--- config.mk ---
export PLATFORM = sky130hd
export DESIGN_NAME = flat_triangle_span_walker
export DESIGN_NICKNAME = d
export VERILOG_FILES = /design/src/design/ftsw_pkg.sv /design/src/design/flat_triangle_span_walker.sv /design/src/design/ftsw_div.sv /design/src/design/ftsw_datapath.sv /design/src/design/ftsw_ctrl.sv
export SDC_FILE = /design/constraint.sdc
export NUM_CORES = 1
export LEC_CHECK = 0
export BUFFER_PORTS_ARGS = -buffer_cell sky130_fd_sc_hd__buf_2
export CAP_MARGIN = 20
export CORE_MARGIN = 5
export CORE_UTILIZATION = 59
export DETAILED_ROUTE_END_ITERATION = 8
export PLACE_DENSITY_LB_ADDON = 0.12
export SYNTH_ARGS = -nofsm -noshare
export SYNTH_HDL_FRONTEND = slang
export SYNTH_SLANG_ARGS = --single-unit
--- constraint.sdc ---
create_clock -name clk -period 8.5 [get_ports clk]
set_clock_uncertainty 0.2 [all_clocks]
set_input_delay 1.7 -clock clk [delete_from_list [all_inputs] [get_ports clk]]
set_output_delay 1.7 -clock clk [all_outputs]
set_load 0.02 [all_outputs]
--- src/design/ftsw_pkg.sv ---
`timescale 1ns / 1ps
// shared types, widths and helpers for the flat triangle span walker
// no dependencies; every other file refers to it by scoped names
package ftsw_pkg;

  localparam int COORD_BITS = 13;
  localparam int FRAC_BITS  = 16;
  localparam int FIX_W      = COORD_BITS + FRAC_BITS + 5;   // edge and slope fixed point
  localparam int INT_W      = FIX_W - FRAC_BITS;            // integer part of an edge
  localparam int DX_W       = COORD_BITS + 1;               // vertex difference
  localparam int DIVD_W     = COORD_BITS + FRAC_BITS;       // dividend magnitude
  localparam int DIV_CNT_W  = $clog2(DIVD_W + 1);

  localparam int CFG_W      = 12;
  localparam int SCREEN_MAX = 2048;
  localparam int SPAN_X_W   = 11;
  localparam int COLOUR_W   = 32;
  localparam int COUNT_W    = 23;

  localparam int IN_FIELDS_W  = 6 * COORD_BITS + COLOUR_W;
  localparam int IN_DATA_W    = ((IN_FIELDS_W + 7) / 8) * 8;
  localparam int OUT_FIELDS_W = COORD_BITS + 2 * SPAN_X_W + COLOUR_W + COUNT_W;
  localparam int OUT_DATA_W   = ((OUT_FIELDS_W + 7) / 8) * 8;

  // command codes carried on the input tuser
  localparam logic CMD_LOAD = 1'b0;
  localparam logic CMD_STEP = 1'b1;

  // configuration register indexes
  localparam logic REG_WIDTH  = 1'b0;
  localparam logic REG_HEIGHT = 1'b1;

  typedef enum logic [1:0] {
    SEL_LONG,
    SEL_UPPER,
    SEL_LOWER
  } slope_sel_t;

  typedef struct packed {
    logic       capture;
    logic       sort_load;
    logic       div_start;
    slope_sel_t div_sel;
    logic       slope_wr;
    logic       step_a;
    logic       step_b;
  } cmd_t;

  typedef struct packed {
    logic walking;
    logic div_done;
  } status_t;

  function automatic logic signed [FIX_W-1:0] to_fix(input logic signed [COORD_BITS-1:0] v);
    logic signed [FIX_W-1:0] ext;
    ext    = FIX_W'(v);
    to_fix = ext <<< FRAC_BITS;
  endfunction

endpackage

--- src/design/flat_triangle_span_walker.sv ---
`timescale 1ns / 1ps
// top level of the flat triangle span walker: stream ports, config port,
// controller and datapath; depends on ftsw_pkg, ftsw_ctrl, ftsw_datapath
//
//   channel   signals                             moves
//   s         s_tvalid s_tready s_tdata s_tuser   load or step items
//   m         m_tvalid m_tready m_tdata m_tuser   span items, m_tlast ends a triangle
//             m_tlast
//   cfg       cfg_we cfg_index cfg_data           screen width / height writes
//
// a step item goes through accept, edge select and advance, then clip and count
// a load item sorts the vertices and then sets up its slopes:
//   the three slopes go one after another through a single bit-serial divider
// a step while no triangle is active and a load give no span item
// the span item sits in an output register; the next item is taken while it waits,
//   and a later step only stalls in its clip phase until that register empties
// rst is synchronous: no triangle active, width 320, height 200
module flat_triangle_span_walker (
  input  logic                                clk,
  input  logic                                rst,
  // a_x, a_y, b_x, b_y, c_x, c_y (13 bits each), fill_colour (32), zero pad
  input  logic [ftsw_pkg::IN_DATA_W-1:0]      s_tdata,
  input  logic                                s_tuser,   // command
  input  logic                                s_tvalid,
  output logic                                s_tready,
  // span_row (13), span_left (11), span_right (11), span_colour (32),
  // pixel_total (23), zero pad
  output logic [ftsw_pkg::OUT_DATA_W-1:0]     m_tdata,
  output logic                                m_tuser,   // span_valid
  output logic                                m_tlast,
  output logic                                m_tvalid,
  input  logic                                m_tready,
  input  logic                                cfg_we,
  input  logic                                cfg_index,
  input  logic [ftsw_pkg::CFG_W-1:0]          cfg_data
);

  localparam int CB = ftsw_pkg::COORD_BITS;

  ftsw_pkg::cmd_t    cmd;
  ftsw_pkg::status_t status;

  logic signed [CB-1:0]              span_row;
  logic [ftsw_pkg::SPAN_X_W-1:0]     span_left, span_right;
  logic [ftsw_pkg::COLOUR_W-1:0]     span_colour;
  logic [ftsw_pkg::COUNT_W-1:0]      pixel_total;
  logic                              span_valid;

  ftsw_ctrl u_ctrl (
    .clk      (clk),
    .rst      (rst),
    .s_tvalid (s_tvalid),
    .s_tready (s_tready),
    .command  (s_tuser),
    .m_tvalid (m_tvalid),
    .m_tready (m_tready),
    .cmd      (cmd),
    .status   (status)
  );

  // input fields sit back to back from bit 0
  ftsw_datapath u_dp (
    .clk         (clk),
    .rst         (rst),
    .cmd         (cmd),
    .status      (status),
    .cfg_we      (cfg_we),
    .cfg_index   (cfg_index),
    .cfg_data    (cfg_data),
    .vert_a_x    ($signed(s_tdata[0*CB +: CB])),
    .vert_a_y    ($signed(s_tdata[1*CB +: CB])),
    .vert_b_x    ($signed(s_tdata[2*CB +: CB])),
    .vert_b_y    ($signed(s_tdata[3*CB +: CB])),
    .vert_c_x    ($signed(s_tdata[4*CB +: CB])),
    .vert_c_y    ($signed(s_tdata[5*CB +: CB])),
    .fill_colour (s_tdata[6*CB +: ftsw_pkg::COLOUR_W]),
    .span_row    (span_row),
    .span_left   (span_left),
    .span_right  (span_right),
    .span_colour (span_colour),
    .span_valid  (span_valid),
    .last        (m_tlast),
    .pixel_total (pixel_total)
  );

  assign m_tdata = ftsw_pkg::OUT_DATA_W'({pixel_total, span_colour, span_right,
                                          span_left, span_row});
  assign m_tuser = span_valid;

  // a load never produces a span item
  a_load_silent: assert property (@(posedge clk) disable iff (rst)
    s_tvalid && s_tready && (s_tuser == ftsw_pkg::CMD_LOAD) |=> !$rose(m_tvalid))
    else $error("span item raised right after a load");

  // slope setup keeps the input closed
  a_load_busy: assert property (@(posedge clk) disable iff (rst)
    s_tvalid && s_tready && (s_tuser == ftsw_pkg::CMD_LOAD) |=> !s_tready)
    else $error("input ready during triangle setup");

  // an invalid span reports zero columns
  a_invalid_zero: assert property (@(posedge clk) disable iff (rst)
    m_tvalid && !span_valid |-> (span_left == '0) && (span_right == '0))
    else $error("invalid span with nonzero columns");

  // a valid span is ordered after clipping
  a_valid_order: assert property (@(posedge clk) disable iff (rst)
    m_tvalid && span_valid |-> span_left <= span_right)
    else $error("valid span with left past right");

endmodule

--- src/design/ftsw_div.sv ---
`timescale 1ns / 1ps
// iterative signed divider for the edge slopes, one quotient bit per cycle
// depends on ftsw_pkg
module ftsw_div (
  input  logic                                  clk,
  input  logic                                  rst,
  input  logic                                  start,
  input  logic [ftsw_pkg::DIVD_W-1:0]           dividend,
  input  logic [ftsw_pkg::COORD_BITS-1:0]       divisor,
  input  logic                                  negate,
  output logic                                  done,
  output logic signed [ftsw_pkg::FIX_W-1:0]     quotient
);

  logic                                 busy;
  logic [ftsw_pkg::DIV_CNT_W-1:0]       cnt;
  logic [ftsw_pkg::COORD_BITS-1:0]      rem;
  logic [ftsw_pkg::DIVD_W-1:0]          quo;
  logic                                 neg;
  logic                                 zero;
  logic [ftsw_pkg::COORD_BITS:0]        rem_sh;
  logic [ftsw_pkg::COORD_BITS:0]        diff;
  logic                                 fits;
  logic signed [ftsw_pkg::FIX_W-1:0]    mag_ext;

  assign rem_sh = {rem, quo[ftsw_pkg::DIVD_W-1]};
  assign fits   = rem_sh >= {1'b0, divisor};
  assign diff   = rem_sh - {1'b0, divisor};

  always_ff @(posedge clk) begin
    if (rst) begin
      busy <= 1'b0;
      done <= 1'b0;
      cnt  <= '0;
    end else begin
      done <= 1'b0;
      if (start) begin
        busy <= 1'b1;
        cnt  <= ftsw_pkg::DIV_CNT_W'(ftsw_pkg::DIVD_W);
      end else if (busy) begin
        cnt <= cnt - ftsw_pkg::DIV_CNT_W'(1);
        if (cnt == ftsw_pkg::DIV_CNT_W'(1)) begin
          busy <= 1'b0;
          done <= 1'b1;
        end
      end
    end
  end

  // restoring step: shift in the next dividend bit, subtract when it fits
  always_ff @(posedge clk) begin
    if (start) begin
      rem  <= '0;
      quo  <= dividend;
      neg  <= negate;
      zero <= (divisor == '0);
    end else if (busy) begin
      rem <= fits ? diff[ftsw_pkg::COORD_BITS-1:0] : rem_sh[ftsw_pkg::COORD_BITS-1:0];
      quo <= {quo[ftsw_pkg::DIVD_W-2:0], fits};
    end
  end

  assign mag_ext  = $signed({{(ftsw_pkg::FIX_W - ftsw_pkg::DIVD_W){1'b0}}, quo});
  // zero height half gives a zero slope; otherwise truncate toward zero
  assign quotient = zero ? '0 : (neg ? -mag_ext : mag_ext);

endmodule

--- src/design/ftsw_datapath.sv ---
`timescale 1ns / 1ps
// datapath: vertex sort, slope setup through the divider, edge walk and clip
// depends on ftsw_pkg and ftsw_div
module ftsw_datapath (
  input  logic                                      clk,
  input  logic                                      rst,
  input  ftsw_pkg::cmd_t                            cmd,
  output ftsw_pkg::status_t                         status,
  input  logic                                      cfg_we,
  input  logic                                      cfg_index,
  input  logic [ftsw_pkg::CFG_W-1:0]                cfg_data,
  input  logic signed [ftsw_pkg::COORD_BITS-1:0]    vert_a_x,
  input  logic signed [ftsw_pkg::COORD_BITS-1:0]    vert_a_y,
  input  logic signed [ftsw_pkg::COORD_BITS-1:0]    vert_b_x,
  input  logic signed [ftsw_pkg::COORD_BITS-1:0]    vert_b_y,
  input  logic signed [ftsw_pkg::COORD_BITS-1:0]    vert_c_x,
  input  logic signed [ftsw_pkg::COORD_BITS-1:0]    vert_c_y,
  input  logic [ftsw_pkg::COLOUR_W-1:0]             fill_colour,
  output logic signed [ftsw_pkg::COORD_BITS-1:0]    span_row,
  output logic [ftsw_pkg::SPAN_X_W-1:0]             span_left,
  output logic [ftsw_pkg::SPAN_X_W-1:0]             span_right,
  output logic [ftsw_pkg::COLOUR_W-1:0]             span_colour,
  output logic                                      span_valid,
  output logic                                      last,
  output logic [ftsw_pkg::COUNT_W-1:0]              pixel_total
);

  localparam int CB = ftsw_pkg::COORD_BITS;
  localparam int FW = ftsw_pkg::FIX_W;
  localparam int IW = ftsw_pkg::INT_W;
  localparam int DW = ftsw_pkg::DX_W;

  // configuration
  logic [ftsw_pkg::CFG_W-1:0] scr_w, scr_h, w_eff, h_eff;

  // captured item
  logic signed [CB-1:0] r_ax, r_ay, r_bx, r_by, r_cx, r_cy;
  logic [ftsw_pkg::COLOUR_W-1:0] r_colour;

  // sorted vertices and walk state
  logic signed [CB-1:0] s_x0, s_y0, s_x1, s_y1, s_x2, s_y2, tmp_x, tmp_y;
  logic signed [CB-1:0] top_x, top_y, bot_x, middle_x, middle_row, end_row, cur_row;
  logic signed [FW-1:0] edge_long, edge_short, slope_long, slope_upper, slope_lower;
  logic [ftsw_pkg::COLOUR_W-1:0] held_colour;
  logic [ftsw_pkg::COUNT_W-1:0]  pixel_count, count_next;
  logic walking;

  // divider operands
  logic signed [DW-1:0] dx, dy, dx_abs;
  logic [ftsw_pkg::DIVD_W-1:0] dividend;
  logic div_done;
  logic signed [FW-1:0] quotient;

  // step stage registers
  logic signed [FW-1:0] short_eff, lft, rgt;
  logic signed [IW-1:0] xl_q, xr_q, xlc, xrc, w_s, h_s, len;
  logic signed [DW-1:0] row_inc;
  logic signed [CB-1:0] row_q;
  logic row_on_q, done_q, valid;

  // configuration writes, clamped on use
  always_ff @(posedge clk) begin
    if (rst) begin
      scr_w <= ftsw_pkg::CFG_W'(320);
      scr_h <= ftsw_pkg::CFG_W'(200);
    end else if (cfg_we) begin
      case (cfg_index)
        ftsw_pkg::REG_WIDTH:  scr_w <= cfg_data;
        ftsw_pkg::REG_HEIGHT: scr_h <= cfg_data;
        default: ;
      endcase
    end
  end

  assign w_eff = (scr_w > ftsw_pkg::CFG_W'(ftsw_pkg::SCREEN_MAX)) ?
                 ftsw_pkg::CFG_W'(ftsw_pkg::SCREEN_MAX) : scr_w;
  assign h_eff = (scr_h > ftsw_pkg::CFG_W'(ftsw_pkg::SCREEN_MAX)) ?
                 ftsw_pkg::CFG_W'(ftsw_pkg::SCREEN_MAX) : scr_h;
  assign w_s   = $signed(IW'({1'b0, w_eff}));
  assign h_s   = $signed(IW'({1'b0, h_eff}));

  always_ff @(posedge clk) begin
    if (cmd.capture) begin
      r_ax     <= vert_a_x;
      r_ay     <= vert_a_y;
      r_bx     <= vert_b_x;
      r_by     <= vert_b_y;
      r_cx     <= vert_c_x;
      r_cy     <= vert_c_y;
      r_colour <= fill_colour;
    end
  end

  // three compare-and-swap stages, swap only on strictly greater y
  always_comb begin
    s_x0 = r_ax; s_y0 = r_ay;
    s_x1 = r_bx; s_y1 = r_by;
    s_x2 = r_cx; s_y2 = r_cy;
    tmp_x = '0;  tmp_y = '0;
    if (s_y0 > s_y1) begin
      tmp_x = s_x0; tmp_y = s_y0;
      s_x0 = s_x1;  s_y0 = s_y1;
      s_x1 = tmp_x; s_y1 = tmp_y;
    end
    if (s_y0 > s_y2) begin
      tmp_x = s_x0; tmp_y = s_y0;
      s_x0 = s_x2;  s_y0 = s_y2;
      s_x2 = tmp_x; s_y2 = tmp_y;
    end
    if (s_y1 > s_y2) begin
      tmp_x = s_x1; tmp_y = s_y1;
      s_x1 = s_x2;  s_y1 = s_y2;
      s_x2 = tmp_x; s_y2 = tmp_y;
    end
  end

  // slope operands for the edge being set up
  always_comb begin
    case (cmd.div_sel)
      ftsw_pkg::SEL_LONG: begin
        dx = DW'(bot_x) - DW'(top_x);
        dy = DW'(end_row) - DW'(top_y);
      end
      ftsw_pkg::SEL_UPPER: begin
        dx = DW'(middle_x) - DW'(top_x);
        dy = DW'(middle_row) - DW'(top_y);
      end
      ftsw_pkg::SEL_LOWER: begin
        dx = DW'(bot_x) - DW'(middle_x);
        dy = DW'(end_row) - DW'(middle_row);
      end
      default: begin
        dx = '0;
        dy = '0;
      end
    endcase
  end

  assign dx_abs   = dx[DW-1] ? -dx : dx;
  assign dividend = {dx_abs[CB-1:0], {ftsw_pkg::FRAC_BITS{1'b0}}};

  ftsw_div u_div (
    .clk      (clk),
    .rst      (rst),
    .start    (cmd.div_start),
    .dividend (dividend),
    .divisor  (dy[CB-1:0]),
    .negate   (dx[DW-1]),
    .done     (div_done),
    .quotient (quotient)
  );

  // step, first half: pick edges, advance accumulators
  assign short_eff = (cur_row == middle_row) ? ftsw_pkg::to_fix(middle_x) : edge_short;
  assign lft       = (edge_long < short_eff) ? edge_long : short_eff;
  assign rgt       = (edge_long < short_eff) ? short_eff : edge_long;
  assign row_inc   = DW'(cur_row) + DW'(1);

  // step, second half: clip and count
  assign xlc        = xl_q[IW-1] ? '0 : xl_q;
  assign xrc        = (xr_q >= w_s) ? (w_s - IW'(1)) : xr_q;
  assign valid      = row_on_q && (xrc >= xlc);
  assign len        = xrc - xlc + IW'(1);
  assign count_next = pixel_count + ftsw_pkg::COUNT_W'($unsigned(len));

  always_ff @(posedge clk) begin
    if (rst) begin
      walking <= 1'b0;
    end else if (cmd.sort_load) begin
      walking <= (s_y2 != s_y0);
    end else if (cmd.step_a && row_inc >= DW'(end_row)) begin
      walking <= 1'b0;
    end
  end

  always_ff @(posedge clk) begin
    if (cmd.sort_load) begin
      top_x       <= s_x0;
      top_y       <= s_y0;
      middle_x    <= s_x1;
      middle_row  <= s_y1;
      bot_x       <= s_x2;
      end_row     <= s_y2;
      cur_row     <= s_y0;
      edge_long   <= ftsw_pkg::to_fix(s_x0);
      edge_short  <= ftsw_pkg::to_fix(s_x0);
      held_colour <= r_colour;
      pixel_count <= '0;
    end
    if (cmd.slope_wr) begin
      case (cmd.div_sel)
        ftsw_pkg::SEL_LONG:  slope_long  <= quotient;
        ftsw_pkg::SEL_UPPER: slope_upper <= quotient;
        ftsw_pkg::SEL_LOWER: slope_lower <= quotient;
        default: ;
      endcase
    end
    if (cmd.step_a) begin
      xl_q       <= lft[FW-1:ftsw_pkg::FRAC_BITS];
      xr_q       <= rgt[FW-1:ftsw_pkg::FRAC_BITS];
      row_q      <= cur_row;
      row_on_q   <= (cur_row >= 0) && (IW'(cur_row) < h_s);
      done_q     <= row_inc >= DW'(end_row);
      edge_long  <= edge_long + slope_long;
      edge_short <= short_eff + ((cur_row < middle_row) ? slope_upper : slope_lower);
      cur_row    <= row_inc[CB-1:0];
    end
    if (cmd.step_b) begin
      span_row    <= row_q;
      span_left   <= valid ? xlc[ftsw_pkg::SPAN_X_W-1:0] : '0;
      span_right  <= valid ? xrc[ftsw_pkg::SPAN_X_W-1:0] : '0;
      span_colour <= held_colour;
      span_valid  <= valid;
      last        <= done_q;
      pixel_total <= valid ? count_next : pixel_count;
      if (valid) begin
        pixel_count <= count_next;
      end
    end
  end

  assign status.walking  = walking;
  assign status.div_done = div_done;

endmodule

--- src/design/ftsw_ctrl.sv ---
`timescale 1ns / 1ps
// controller: sequences load, slope setup and the two step phases
// depends on ftsw_pkg
module ftsw_ctrl (
  input  logic               clk,
  input  logic               rst,
  input  logic               s_tvalid,
  output logic               s_tready,
  input  logic               command,
  output logic               m_tvalid,
  input  logic               m_tready,
  output ftsw_pkg::cmd_t     cmd,
  input  ftsw_pkg::status_t  status
);

  typedef enum logic [2:0] {
    ST_IDLE,
    ST_SORT,
    ST_DIV_GO,
    ST_DIV_WAIT,
    ST_STEP_A,
    ST_STEP_B
  } state_t;

  state_t               state;
  ftsw_pkg::slope_sel_t div_sel;
  logic                 accept;
  logic                 out_free;
  logic                 m_tvalid_next;

  assign s_tready = (state == ST_IDLE);
  assign accept   = s_tvalid && s_tready;
  assign out_free = !m_tvalid || m_tready;

  always_comb begin
    cmd           = '0;
    cmd.div_sel   = div_sel;
    cmd.capture   = accept;
    cmd.sort_load = (state == ST_SORT);
    cmd.div_start = (state == ST_DIV_GO);
    cmd.slope_wr  = (state == ST_DIV_WAIT) && status.div_done;
    cmd.step_a    = (state == ST_STEP_A);
    cmd.step_b    = (state == ST_STEP_B) && out_free;
  end

  // output valid: raised by the clip phase, dropped once the item is taken
  assign m_tvalid_next = cmd.step_b ? 1'b1 : (m_tready ? 1'b0 : m_tvalid);

  always_ff @(posedge clk) begin
    if (rst) begin
      state    <= ST_IDLE;
      div_sel  <= ftsw_pkg::SEL_LONG;
      m_tvalid <= 1'b0;
    end else begin
      m_tvalid <= m_tvalid_next;
      case (state)
        ST_IDLE: begin
          if (accept) begin
            if (command == ftsw_pkg::CMD_LOAD) begin
              state <= ST_SORT;
            end else if (status.walking) begin
              state <= ST_STEP_A;
            end
          end
        end
        ST_SORT: begin
          div_sel <= ftsw_pkg::SEL_LONG;
          state   <= ST_DIV_GO;
        end
        ST_DIV_GO: begin
          state <= ST_DIV_WAIT;
        end
        ST_DIV_WAIT: begin
          if (status.div_done) begin
            case (div_sel)
              ftsw_pkg::SEL_LONG: begin
                div_sel <= ftsw_pkg::SEL_UPPER;
                state   <= ST_DIV_GO;
              end
              ftsw_pkg::SEL_UPPER: begin
                div_sel <= ftsw_pkg::SEL_LOWER;
                state   <= ST_DIV_GO;
              end
              default: begin
                state <= ST_IDLE;
              end
            endcase
          end
        end
        ST_STEP_A: begin
          state <= ST_STEP_B;
        end
        ST_STEP_B: begin
          if (out_free) begin
            state <= ST_IDLE;
          end
        end
        default: begin
          state <= ST_IDLE;
        end
      endcase
    end
  end

endmodule
; ---- After elaboration in Yosys (flattened, before gate mapping)
; Index checks and enable logic that the tools add are counted.
[totals]
ff_bits = 651
inputBits = 131
output_inout_bits = 100
[op_classes]
add_sub_neg = 17
order_cmp = 13
n_eq_ne = 15
mux = 57
n_bitwise = 2
reduce_logical = 26
[ops]
columns = operator, count
row1 = $mux W34, 9
row2 = $mux W13, 16
row3 = $mux W23, 4
row4 = $add A34 B34 Y34, 2
row5 = $mux W29, 2
row6 = $sub A13 B13 Y13, 4
row7 = $pmux W14 S3, 1
row8 = $sub A13 B13 Y14, 3
row9 = $gt A13 B13 Y1, 3
row10 = $pmux W13 S3, 1
row11 = $lt A34 B34 Y1, 1
row12 = $neg A29 Y34, 1
row13 = $ge A14 B13 Y1, 2
row14 = $lt A13 B13 Y1, 2
row15 = $gt A12 B12 Y1 const B, 2
row16 = $mux W12, 2
row17 = $add A23 B18 Y23, 1
row18 = $add A18 B2 Y18 const B, 1
row19 = $ge A18 B13 Y1, 1
row20 = $ge A18 B18 Y1, 1
row21 = $mux W18, 1
row22 = $pmux W3 S6, 1
row23 = $sub A18 B18 Y18, 1
row24 = $mux W17, 1
row25 = 35 further kinds, 67

; ---- Depth between registers and ports, before layout
; Gate-level depths: netlist (run 1).
[depth]
depth_word = 9
mapped_depth = 42
depth_no_buf = 41

; ---- Cells and area by module
; A second synthesis (run 1) with hierarchy kept.
[hier_totals]
cells_unflattened = 3598
area_unflattened_um2 = 38330.5
[by_module_without_submodules]
columns = mod, n_inst, cells_each, area_each_um2
row1 = ftsw_datapath, 1, 3142, 34200.3
row2 = ftsw_div, 1, 403, 3708.6
row3 = ftsw_ctrl, 1, 46, 372.9
row4 = flat_triangle_span_walker, 1, 7, 48.8

; ---- Worst setup path after synthesis (run 1)
; No wires, ideal clock.
[synth_path]
path_type = register to register
startpoint = reg u_dp.r_ay[12]
endpoint = reg u_dp.end_row[10] (data pin)
setup_ns = 0.276
t_arrival_ns = 6.818
required_ns = 8.024
path_slack_ns = 1.206
path_stages_with_launch = 28
n_path_buf = 8
period_less_slack_ns = 7.294
cell_sequence = edfxtp_1 > ha_1 > nand4_1 > nor3_1 > o221ai_1 > o211ai_1 > mux2i_1 > clkbuf_1 > clkbuf_1 > o21ai_0 > ha_1 > inv_1 > o21ai_0 > o221a_2 > o31a_1 > clkbuf_1 > clkbuf_1 > clkbuf_1 > a21oi_1 > ha_1 > or3b_2 > a21oi_1 > nand2_1 > o21ai_2 > clkbuf_1 > buf_1 > clkbuf_1 > mux2i_1
[synth_via]
elab_chain_cells = 6
elab_cells_between_ends = 7
[synth_rtl]
columns = element, line_no
row1 = "start, declared", ftsw_datapath.sv:37  ; logic signed [CB-1:0] r_ax, r_ay, r_bx, r_by, r_cx, r_cy;
row2 = "start signal, assigned", ftsw_datapath.sv:85  ; r_ay <= vert_a_y;
row3 = $gt A13 B13 Y1, ftsw_datapath.sv:100  ; if (s_y0 > s_y1) begin
row4 = $mux W13, ftsw_datapath.sv:100
row5 = $gt A13 B13 Y1, ftsw_datapath.sv:105  ; if (s_y0 > s_y2) begin
row6 = $mux W13, ftsw_datapath.sv:105
row7 = $gt A13 B13 Y1, ftsw_datapath.sv:110  ; if (s_y1 > s_y2) begin
row8 = $mux W13 *, ftsw_datapath.sv:110
row9 = via u_dp.s_y2[10], ftsw_datapath.sv:41  ; logic signed [CB-1:0] s_x0, s_y0, s_x1, s_y1, s_x2, s_y2, tmp_x, tmp_y;
row10 = "end signal, assigned", ftsw_datapath.sv:183  ; end_row <= s_y2;
row11 = "end, declared", ftsw_datapath.sv:42  ; logic signed [CB-1:0] top_x, top_y, bot_x, middle_x, middle_row, end_row, cur_row;
; The timed path passes the listed nets; every way through them passes the cells marked *.
; A chain may end at the register's enable or synchronous reset.

; ---- Final worst setup path (run 1)
[layout_path]
startpoint = reg u_dp.scr_w[7] (netlist bit)
endpoint = reg u_dp.pixel_count[21] (netlist bit)
[layout_via]
elab_chain_cells = 9
elab_cells_between_ends = 12
[layout_rtl]
columns = element, line_no
row1 = "start, declared", ftsw_datapath.sv:34  ; logic [ftsw_pkg::CFG_W-1:0] scr_w, scr_h, w_eff, h_eff;
row2 = "start signal, assigned", ftsw_datapath.sv:64  ; scr_w <= ftsw_pkg::CFG_W'(320);
row3 = "start signal, assigned", ftsw_datapath.sv:68  ; ftsw_pkg::REG_WIDTH: scr_w <= cfg_data;
row4 = $gt A12 B12 Y1, ftsw_datapath.sv:75  ; assign w_eff = (scr_w > ftsw_pkg::CFG_W'(ftsw_pkg::SCREEN_MAX)) ?
row5 = $mux W12 *, ftsw_datapath.sv:75
row6 = $ge A18 B13 Y1 or $sub A12 B1 Y13 (tied branches), ftsw_datapath.sv:161  ; assign xrc = (xr_q >= w_s) ? (w_s - IW'(1)) : xr_q;
row7 = $mux W18 *, ftsw_datapath.sv:161
row8 = via u_dp.xrc[3], ftsw_datapath.sv:56  ; logic signed [IW-1:0] xl_q, xr_q, xlc, xrc, w_s, h_s, len;
row9 = $sub A18 B18 Y18, ftsw_datapath.sv:163  ; assign len = xrc - xlc + IW'(1);
row10 = $add A18 B2 Y18, ftsw_datapath.sv:163
row11 = $add A23 B18 Y23, ftsw_datapath.sv:164  ; assign count_next = pixel_count + ftsw_pkg::COUNT_W'($unsigned(len));
row12 = $mux W23 *, ftsw_datapath.sv:216  ; if (valid) begin
row13 = $mux W23 *, ftsw_datapath.sv:208  ; if (cmd.step_b) begin
row14 = "end signal, assigned", ftsw_datapath.sv:217  ; pixel_count <= count_next;
row15 = "end, declared", ftsw_datapath.sv:45  ; logic [ftsw_pkg::COUNT_W-1:0] pixel_count, count_next;
; Marks and branches as above.

==> impl_metrics.csv, run 1 <==
group,metric,value,unit
status,status,"finished, final reports clean",
synthesis,synth_seq_cells,651,
route,drtIter0Drc,2064,
worst_setup_path,startpoint_type,"register",
worst_setup_path,path_max_fanout,18,
route,drt-wirelength-per-cell,19.8,um
clock_network,worst_skew_pair.late_latency,0.62,ns
timing,final_period_demand_of_the_worst_path,7.93,ns
worst_setup_path,critical_path_startpoint,"u_dp.scr_w[7]",
route,drtAntennaViolNets,0,
worst_setup_path,cell_with_the_biggest_individual_delay_on_the_critical_path,"or3_1",
clock_network,tritoncts_clock_tree,"yes",
cells_and_area,final-instance-count-excl-fill,4711,
synthesis,syn_area,0.0377,sq mm
cells_and_area,register_area,0.0186,sq mm
flow_run,cap_viol_max_count,0,
min_path,hp-class,"reg -> reg",
synthesis,synth_edf_count,561,
clock_network,clock_slew_at_the_register_clock_pins_of_the_worst_setup_and_hold_paths,0.06,ns
synthesis,synth-xor-area-share,0.0503,
synthesis,syn_area_per_cell,10.5,sq um
synthesis,yosys.area_share.simple,0.130,
worst_setup_path,cpPeakStageDelay,0.44,ns
global_routing,grt_antenna_before_repair,1,
timing,slew_viol_final,0,
place,gp_congestion,0.921,
place,dp.final_hpwl,70200,um
route,postRouteWirelength,93200,um
place,post-place-cells,4573,
timing,fmax,126,MHz
timing,setup_viol_count_final,0,
synthesis,netlist-cell-type-count,87,
synthesis,ys.flop_type,"edfxtp_1",
global_routing,grt_pass1_vias,27500,
die,coreArea,0.0632,sq mm
global_routing,grt_max_degree,90,
synthesis,adder_and_majority_gate_portion_of_the_synthesized_area,0.112,
cells_and_area,multi_input_area,0.0179,sq mm
worst_setup_path,timing.setup.critical_path_class,"reg -> reg",
clock_network,clock_tree_root_driver_cell,"clkbuf_16",
route,drt_drc_violations_left,0,
worst_setup_path,regToRegStartpoint,"u_dp.scr_w[7]",
place,port_buffers,222,
die,die_area,0.0691,sq mm
clock_network,htree_num_levels,3,
timing,post-route-period-util,0.933,
die,initial_utilization,0.597,
die,ioPinCount,231,
worst_setup_path,crit_path_frequent_cell,"nand2_1",
die,vert_die_dim,263,um
worst_setup_path,cp-end-kind,"register",
global_routing,global_route.overflow_total,0,
worst_setup_path,critical_path_arrival,8.23,ns
cells_and_area,drive_above_1_share,0.126,
worst_setup_path,timing.rr.end,"u_dp.pixel_count[21]",
worst_setup_path,r2r_slack,0.57,ns
cells_and_area,n_fill_cell,4886,
timing,hold_violations,0,
timing,max_slew.worst_pin.slew,1.04,ns
clock_network,max-clock-path-buffers,3,
route,routed-via-count,27800,
synthesis,synthMuxAreaShare,0.0432,
worst_setup_path,critical_path.n_buffers_inverters,2,
worst_setup_path,critical_path.top_delay_family,"compound AO/OA/AOI/OAI gates",
global_routing,groute.usage.overall,0.259,
die,floorplan.rows,92,
synthesis,ys_seq_area_frac,0.494,
route,drt_first_pass_iters,5,
global_routing,grt_first_pass_wirelength,145000,um
worst_setup_path,critical_path_depth,37,
route,vias_per_cell,5.90,
timing,totalNegativeSetupSlack,0,ns
die,die_w,263,um
worst_setup_path,number_of_cell_instances_on_the_worst_register_to_register_path,37,
cells_and_area,synthToLayoutAreaGrowth,11.7,%
clock_network,cts_buffers,71,
synthesis,synth_top_family_by_area,"compound AO/OA/AOI/OAI gates",
timing,timing.slew.headroom,0.307,
synthesis,async_reset_ff_frac,0,
worst_setup_path,worst-endpoint-required,8.80,ns
synthesis,post_synth_inst_count,3584,
synthesis,synth.yosys.warnings,0,
worst_setup_path,worst_setup_path_endpoint,"u_dp.pixel_count[21]",
clock_network,cts_num_sinks,651,
cells_and_area,final_nets,4268,
synthesis,synth-compound-area-share,0.135,
-- sequential cells by signal (all words and copies together) (netlist names), 29 cells and up --
| signal | count |
|---|---|
| u_dp.held_colour | 32 |
| u_dp.slope_lower | 34 |
| u_dp.slope_upper | 34 |
| u_dp.r_colour | 32 |
| u_dp.slope_long | 34 |
| u_dp.edge_long | 34 |
| u_dp.edge_short | 34 |
| u_dp.u_div.quo | 29 |
| u_dp.span_colour | 32 |
-- layout make-up --
| cell class | count | share of cell area |
|---|---|---|
| Tap cell | 846 | 0.0251 |
| Antenna cell | 1 | 0.0000593 |
| Inverter | 208 | 0.0186 |
| Clock buffer | 98 | 0.0470 |
| Timing Repair Buffer | 272 | 0.0362 |
| Multi-Input combinational cell | 2603 | 0.425 |
| Sequential cell | 651 | 0.442 |
| Clock inverter | 32 | 0.00626 |
-- worst register-to-register path, delay by kind of cell (launching register included) --
family	cells	cell delay (ns)
muxes	1	0.41
AOI/OAI and AO/OA	16	3.25
adders and majority gates	3	0.89
xor gates and xnor gates	2	0.45
and+or+nand+nor	13	1.93
DFF	1	0.37
buffers and inverters	2	0.34
-- logic make-up after synthesis --
group | Yosys count
AND/OR/NAND/NOR | 1076
AO/OA/AOI/OAI | 819
flip-flops | 651
buffers and inverters | 335
adder cells (fa/ha/maj) | 330
XOR/XNOR | 217
multiplexers | 155
other | 1
-- synthesized netlist by cell type, types with 10 or more instances --
master | instances | share of area
nor2_1 | 351 | 0.035
and2_1 | 10 | 0.0017
xnor2_1 | 124 | 0.029
edfxtp_1 | 561 | 0.45
mux2i_1 | 93 | 0.025
nand2b_1 | 56 | 0.0093
o21ai_0 | 211 | 0.028
ha_1 | 316 | 0.10
a211oi_1 | 19 | 0.0038
nand3b_1 | 14 | 0.0028
nor4_1 | 10 | 0.0017
clkbuf_1 | 92 | 0.0091
inv_1 | 208 | 0.021
a31oi_1 | 25 | 0.0041
buf_4 | 11 | 0.0022
nor2b_1 | 51 | 0.0085
o31ai_1 | 23 | 0.0046
o2111ai_1 | 12 | 0.0028
o41ai_1 | 10 | 0.0023
o211ai_1 | 11 | 0.0022
o21a_1 | 27 | 0.0054
nand2_1 | 361 | 0.036
o21bai_1 | 16 | 0.0032
o22ai_1 | 39 | 0.0065
buf_1 | 12 | 0.0012
nand3_1 | 62 | 0.0082
mux2_2 | 62 | 0.018
fa_1 | 14 | 0.0074
or3_1 | 16 | 0.0027
xor2_1 | 93 | 0.022
and3_1 | 29 | 0.0048
buf_2 | 10 | 0.0013
nand4_1 | 29 | 0.0048
dfxtp_1 | 90 | 0.048
a21oi_1 | 253 | 0.034
nor3_1 | 45 | 0.0060
a21o_1 | 75 | 0.015
-- metal layers --
metal / GRT usage / up-vias / wire length, um
li1: - / 13500 / -
met5: 0 / - / 0
met1: 0.337 / 13400 / 39600
met3: 0.0359 / 190 / 4780
met2: 0.448 / 795 / 45600
met4: 0.0872 / 0 / 3220
-- metrics by stage --
step | hold slack (ns) | setup slack [ns] | util | instance area, sq um
5_1_grt | 0.222 | -0.00819 | 0.667 | 42200
6_report | 0.213 | 0.567 | 0.667 | 42200
3_5_place_dp | 0.205 | 0.369 | 0.630 | 39800
4_1_cts | 0.215 | 0.300 | 0.665 | 42000
3_3_place_gp | 0.201 | 0.579 | 0.630 | 39800
2_1_floorplan | 0.200 | 1.21 | - | 37800
-- cells in the final DEF, fill, tap and decap left out, types with 16 or more instances in the layout --
cell and n:
nand2_1 359, inv_1 205, a31oi_1 25, buf_2 222, mux2i_1 92, buf_4 48
mux2_2 62, and3_1 29, xor2_1 93, nor3_1 44, ha_1 316, edfxtp_1 561
clkbuf_16 73, or3_1 16, o22ai_1 39, dfxtp_1 89, nand4_1 29, o21a_1 27
a21oi_1 252, nand2b_1 56, a211oi_1 19, clkbuf_1 19, xnor2_1 124, nor2_1 347
o21ai_0 208, nand3_1 62, nor2b_1 51, o31ai_1 22, a21o_1 75
-- how the worst min path moves through the flow --
stage / start / to / depth (start not counted)
floorplan: u_dp.r_colour[0] / u_dp.held_colour[0] / 0
global placement: u_dp.r_colour[7] / u_dp.held_colour[7] / 0
detailed placement: u_dp.r_colour[11] / u_dp.held_colour[11] / 0
CTS: u_dp.held_colour[0] / u_dp.span_colour[0] / 0
global route: u_dp.held_colour[0] / u_dp.span_colour[0] / 0
finish: u_dp.held_colour[0] / u_dp.span_colour[0] / 0
-- timing repair --
action / CTS / global route
resized for setup: 0 / 9
setup buffers: 0 / 4
setup endpoints to repair: 0 / 13
hold buffers: 0 / 0
hold endpoints to repair: 0 / 0
Power of run 1 is left out: the tool's default activity adds up to more than one toggle a clock period on the data nets, which glitch-free logic cannot reach.
==> inputs of run 2 (changes only) <==
- CORE_MARGIN: 5 -> default
- SYNTH_HIERARCHICAL: default -> 1
==> impl_metrics.csv, run 2 <==
group,metric,value,unit
worst_setup_path,cp-end-kind,"register",
synthesis,yosys.area.top_type_share,0.452,
clock_network,clock_tree_root_driver_cell,"clkbuf_16",
route,highest_layer,"met4",
route,vias_per_cell,5.81,
synthesis,yosys-top-cells-count,"edfxtp_1 (577), nand2_1 (321), ha_1 (316), nor2_1 (311), inv_1 (256)",
route,drt_drc_violations_left,0,
clock_network,clock_slew_at_the_register_clock_pins_of_the_worst_setup_and_hold_paths,0.06,ns
synthesis,synth.yosys.warnings,6,
timing,max_slew.worst_pin.slew,1.07,ns
route,wl_met3,4660,um
place,gp_congestion,0.924,
global_routing,global_route.overflow_total,0,
status,status,"finished, final reports clean",
route,drtIter0Drc,2010,
timing,hold_ws,0.217,ns
synthesis,syn_area_per_cell,10.7,sq um
clock_network,cts_post_setup_buffers_inserted,0,
clock_network,tritoncts_clock_tree,"yes",
clock_network,cts_buffers,71,
die,die_area,0.0660,sq mm
route,postRouteWirelength,90700,um
route,drtAntennaViolNets,0,
cells_and_area,mostFrequentLayoutCells,"edfxtp_1 (577), nand2_1 (321), ha_1 (316), nor2_1 (309), inv_1 (256)",
synthesis,async_reset_ff_frac,0,
cells_and_area,synthToLayoutAreaGrowth,11.8,%
timing,timing.slew.headroom,0.284,
cells_and_area,stdcell_area,0.0429,sq mm
worst_setup_path,cpPeakStageDelay,0.57,ns
worst_setup_path,timing.setup.critical_path_class,"reg -> reg",
die,die_w,257,um
min_path,worstHoldStart,"u_dp/r_colour[26]",
timing,post-route-worst-setup-slack,0.452,ns
route,drt-wirelength-per-cell,19.1,um
route,drt_first_pass_iters,6,
timing,post-route-period-util,0.947,
clock_network,ctsHoldBuffers,0,
global_routing,grt_pass1_vias,26400,
place,placement.cell_area,0.0405,sq mm
die,initial_utilization,0.596,
global_routing,grt_first_pass_wirelength,142000,um
clock_network,cts_num_sinks,651,
timing,setup_viol_count_final,0,
min_path,holdPathStages,0,
cells_and_area,final_nets,4301,
worst_setup_path,worst-endpoint-required,8.77,ns
power,ir_drop,0.000360,V
worst_setup_path,number_of_cell_instances_on_the_worst_register_to_register_path,29,
timing,totalNegativeSetupSlack,0,ns
route,routedLengthMet1,40200,um
place,dp.final_hpwl,67500,um
synthesis,ys.flop_type,"edfxtp_1",
die,floorplan.rows,93,
global_routing,grt_antenna_before_repair,4,
cells_and_area,n_fill_cell,5008,
synthesis,cell_accounting_for_the_most_synthesized_area,"edfxtp_1",
synthesis,synth_seq_cells,651,
synthesis,yosys-top-cells-area,"edfxtp_1 (45%), ha_1 (10%), dfxtp_1 (3.9%)",
synthesis,syn_area,0.0383,sq mm
clock_network,worst_skew_pair.late_latency,0.62,ns
route,routed-via-count,27600,
worst_setup_path,critical_path_arrival,8.32,ns
die,ioPinCount,231,
worst_setup_path,cell_with_the_biggest_individual_delay_on_the_critical_path,"or4_4",
synthesis,synth_edf_count,577,
global_routing,groute.usage.overall,0.272,
place,port_buffers,222,
synthesis,netlist-cell-type-count,93,
worst_setup_path,timing.rr.end,"u_dp/walking",
timing,hold_violations,0,
die,coreArea,0.0643,sq mm
worst_setup_path,path_max_fanout,15,
power,power_leakage,17.6,nW
synthesis,post_synth_inst_count,3598,
worst_setup_path,critical_path.top_delay_family,"compound AO/OA/AOI/OAI gates",
global_routing,grt_max_degree,152,
route,routed-wl-met2,43300,um
synthesis,ys_seq_area_frac,0.491,
worst_setup_path,critical_path.n_buffers_inverters,4,
place,place_worst_setup_slack,0.454,ns
clock_network,htree_num_levels,3,
worst_setup_path,startpoint_type,"register",
cells_and_area,most_common_cell_after_layout_fill_and_taps_aside,"edfxtp_1",
timing,slew_viol_final,0,
power,power.density_cell_area,337,mW/mm^2
worst_setup_path,regToRegStartpoint,"u_dp/r_by[10]",
min_path,min_to,"u_dp/held_colour[26]",
flow_run,cap_viol_max_count,0,
cells_and_area,drive_above_1_share,0.137,
die,vert_die_dim,257,um
synthesis,synth.most_common_cell,"edfxtp_1",
timing,final_period_demand_of_the_worst_path,8.05,ns
clock_network,max-clock-path-buffers,3,
worst_setup_path,r2r_slack,0.45,ns
worst_setup_path,crit_path_frequent_cell,"ha_1",
min_path,hp-class,"reg -> reg",
timing,fmax,124,MHz
[run 2: cell types whose count changed in the layout (fill, tap and decap cells not counted), moves of 25 or more]
| cell | change |
|---|---|
| and2_1 | +25 |
| inv_1 | +51 |
| mux2_2 | +26 |
| nand2_1 | -38 |
| nor2_1 | -38 |
| o21ai_0 | -54 |
[run 2: worst max-delay path by stage]
stage	from	to	slack (ns)	depth (start not counted)
floorplan	u_dp/r_by[10]	u_dp/walking	0.17	33
global placement	u_dp/scr_w[3]	u_dp/pixel_total[21]	0.51	31
detailed placement	u_dp/scr_w[3]	u_dp/pixel_total[21]	0.45	31
CTS	u_dp/scr_w[3]	u_dp/pixel_total[21]	0.39	31
global route	u_dp/scr_w[3]	u_dp/pixel_total[21]	-0.01	31
finish	u_dp/r_by[10]	u_dp/walking	0.45	29
[run 2: through the flow]
step                power (W)  instances  utilization
CTS                    0.0144       4749        0.665
global placement       0.0112       4619        0.629
global route           0.0154       4752        0.666
finish                 0.0144       4752        0.666
floorplan             0.00958       3618            -
detailed placement     0.0113       4619        0.629
[run 2: final cells by class]
type / instances / area [sq um] / area share
Antenna cell: 2 / 5.00 / 0.000117
Clock buffer: 82 / 1850 / 0.0432
Clock inverter: 48 / 487 / 0.0114
Inverter: 258 / 968 / 0.0226
Multi-Input combinational cell: 2583 / 18100 / 0.423
Sequential cell: 651 / 18800 / 0.439
Tap cell: 855 / 1070 / 0.0250
Timing Repair Buffer: 273 / 1530 / 0.0356
[run 2: metal layers]
| metal | global-route usage | vias up |
|---|---|---|
| met3 | 0.0310 | 159 |
| li1 | - | 13500 |
| met1 | 0.370 | 13100 |
| met5 | 0 | - |
| met4 | 0.0825 | 0 |
| met2 | 0.457 | 855 |
[run 2: kinds of logic (layout without fill, tap and decap cells)]
family	Yosys count	after routing	synth area share
buffers and inverters	384	661	0.0405
other	2	24	0.000196
xor gates and xnor gates	209	209	0.0478
DFF	651	651	0.491
and+or+nand+nor	1057	1057	0.132
AOI/OAI and AO/OA	802	802	0.132
muxes	161	161	0.0452
adders and majority gates	332	332	0.112
[run 2: where the power goes]
group	switching (W)	internal, W
registers	0.000363	0.00428
logic	0.00400	0.00272
clock network	0.00128	0.00179
[run 2: what timing repair did]
action,4_1_cts,5_1_grt
resized for setup,0,3
endpoints found under the hold margin,0,0
endpoints found under the setup margin,0,12
Note: power is estimated with default switching activity, not from simulation.
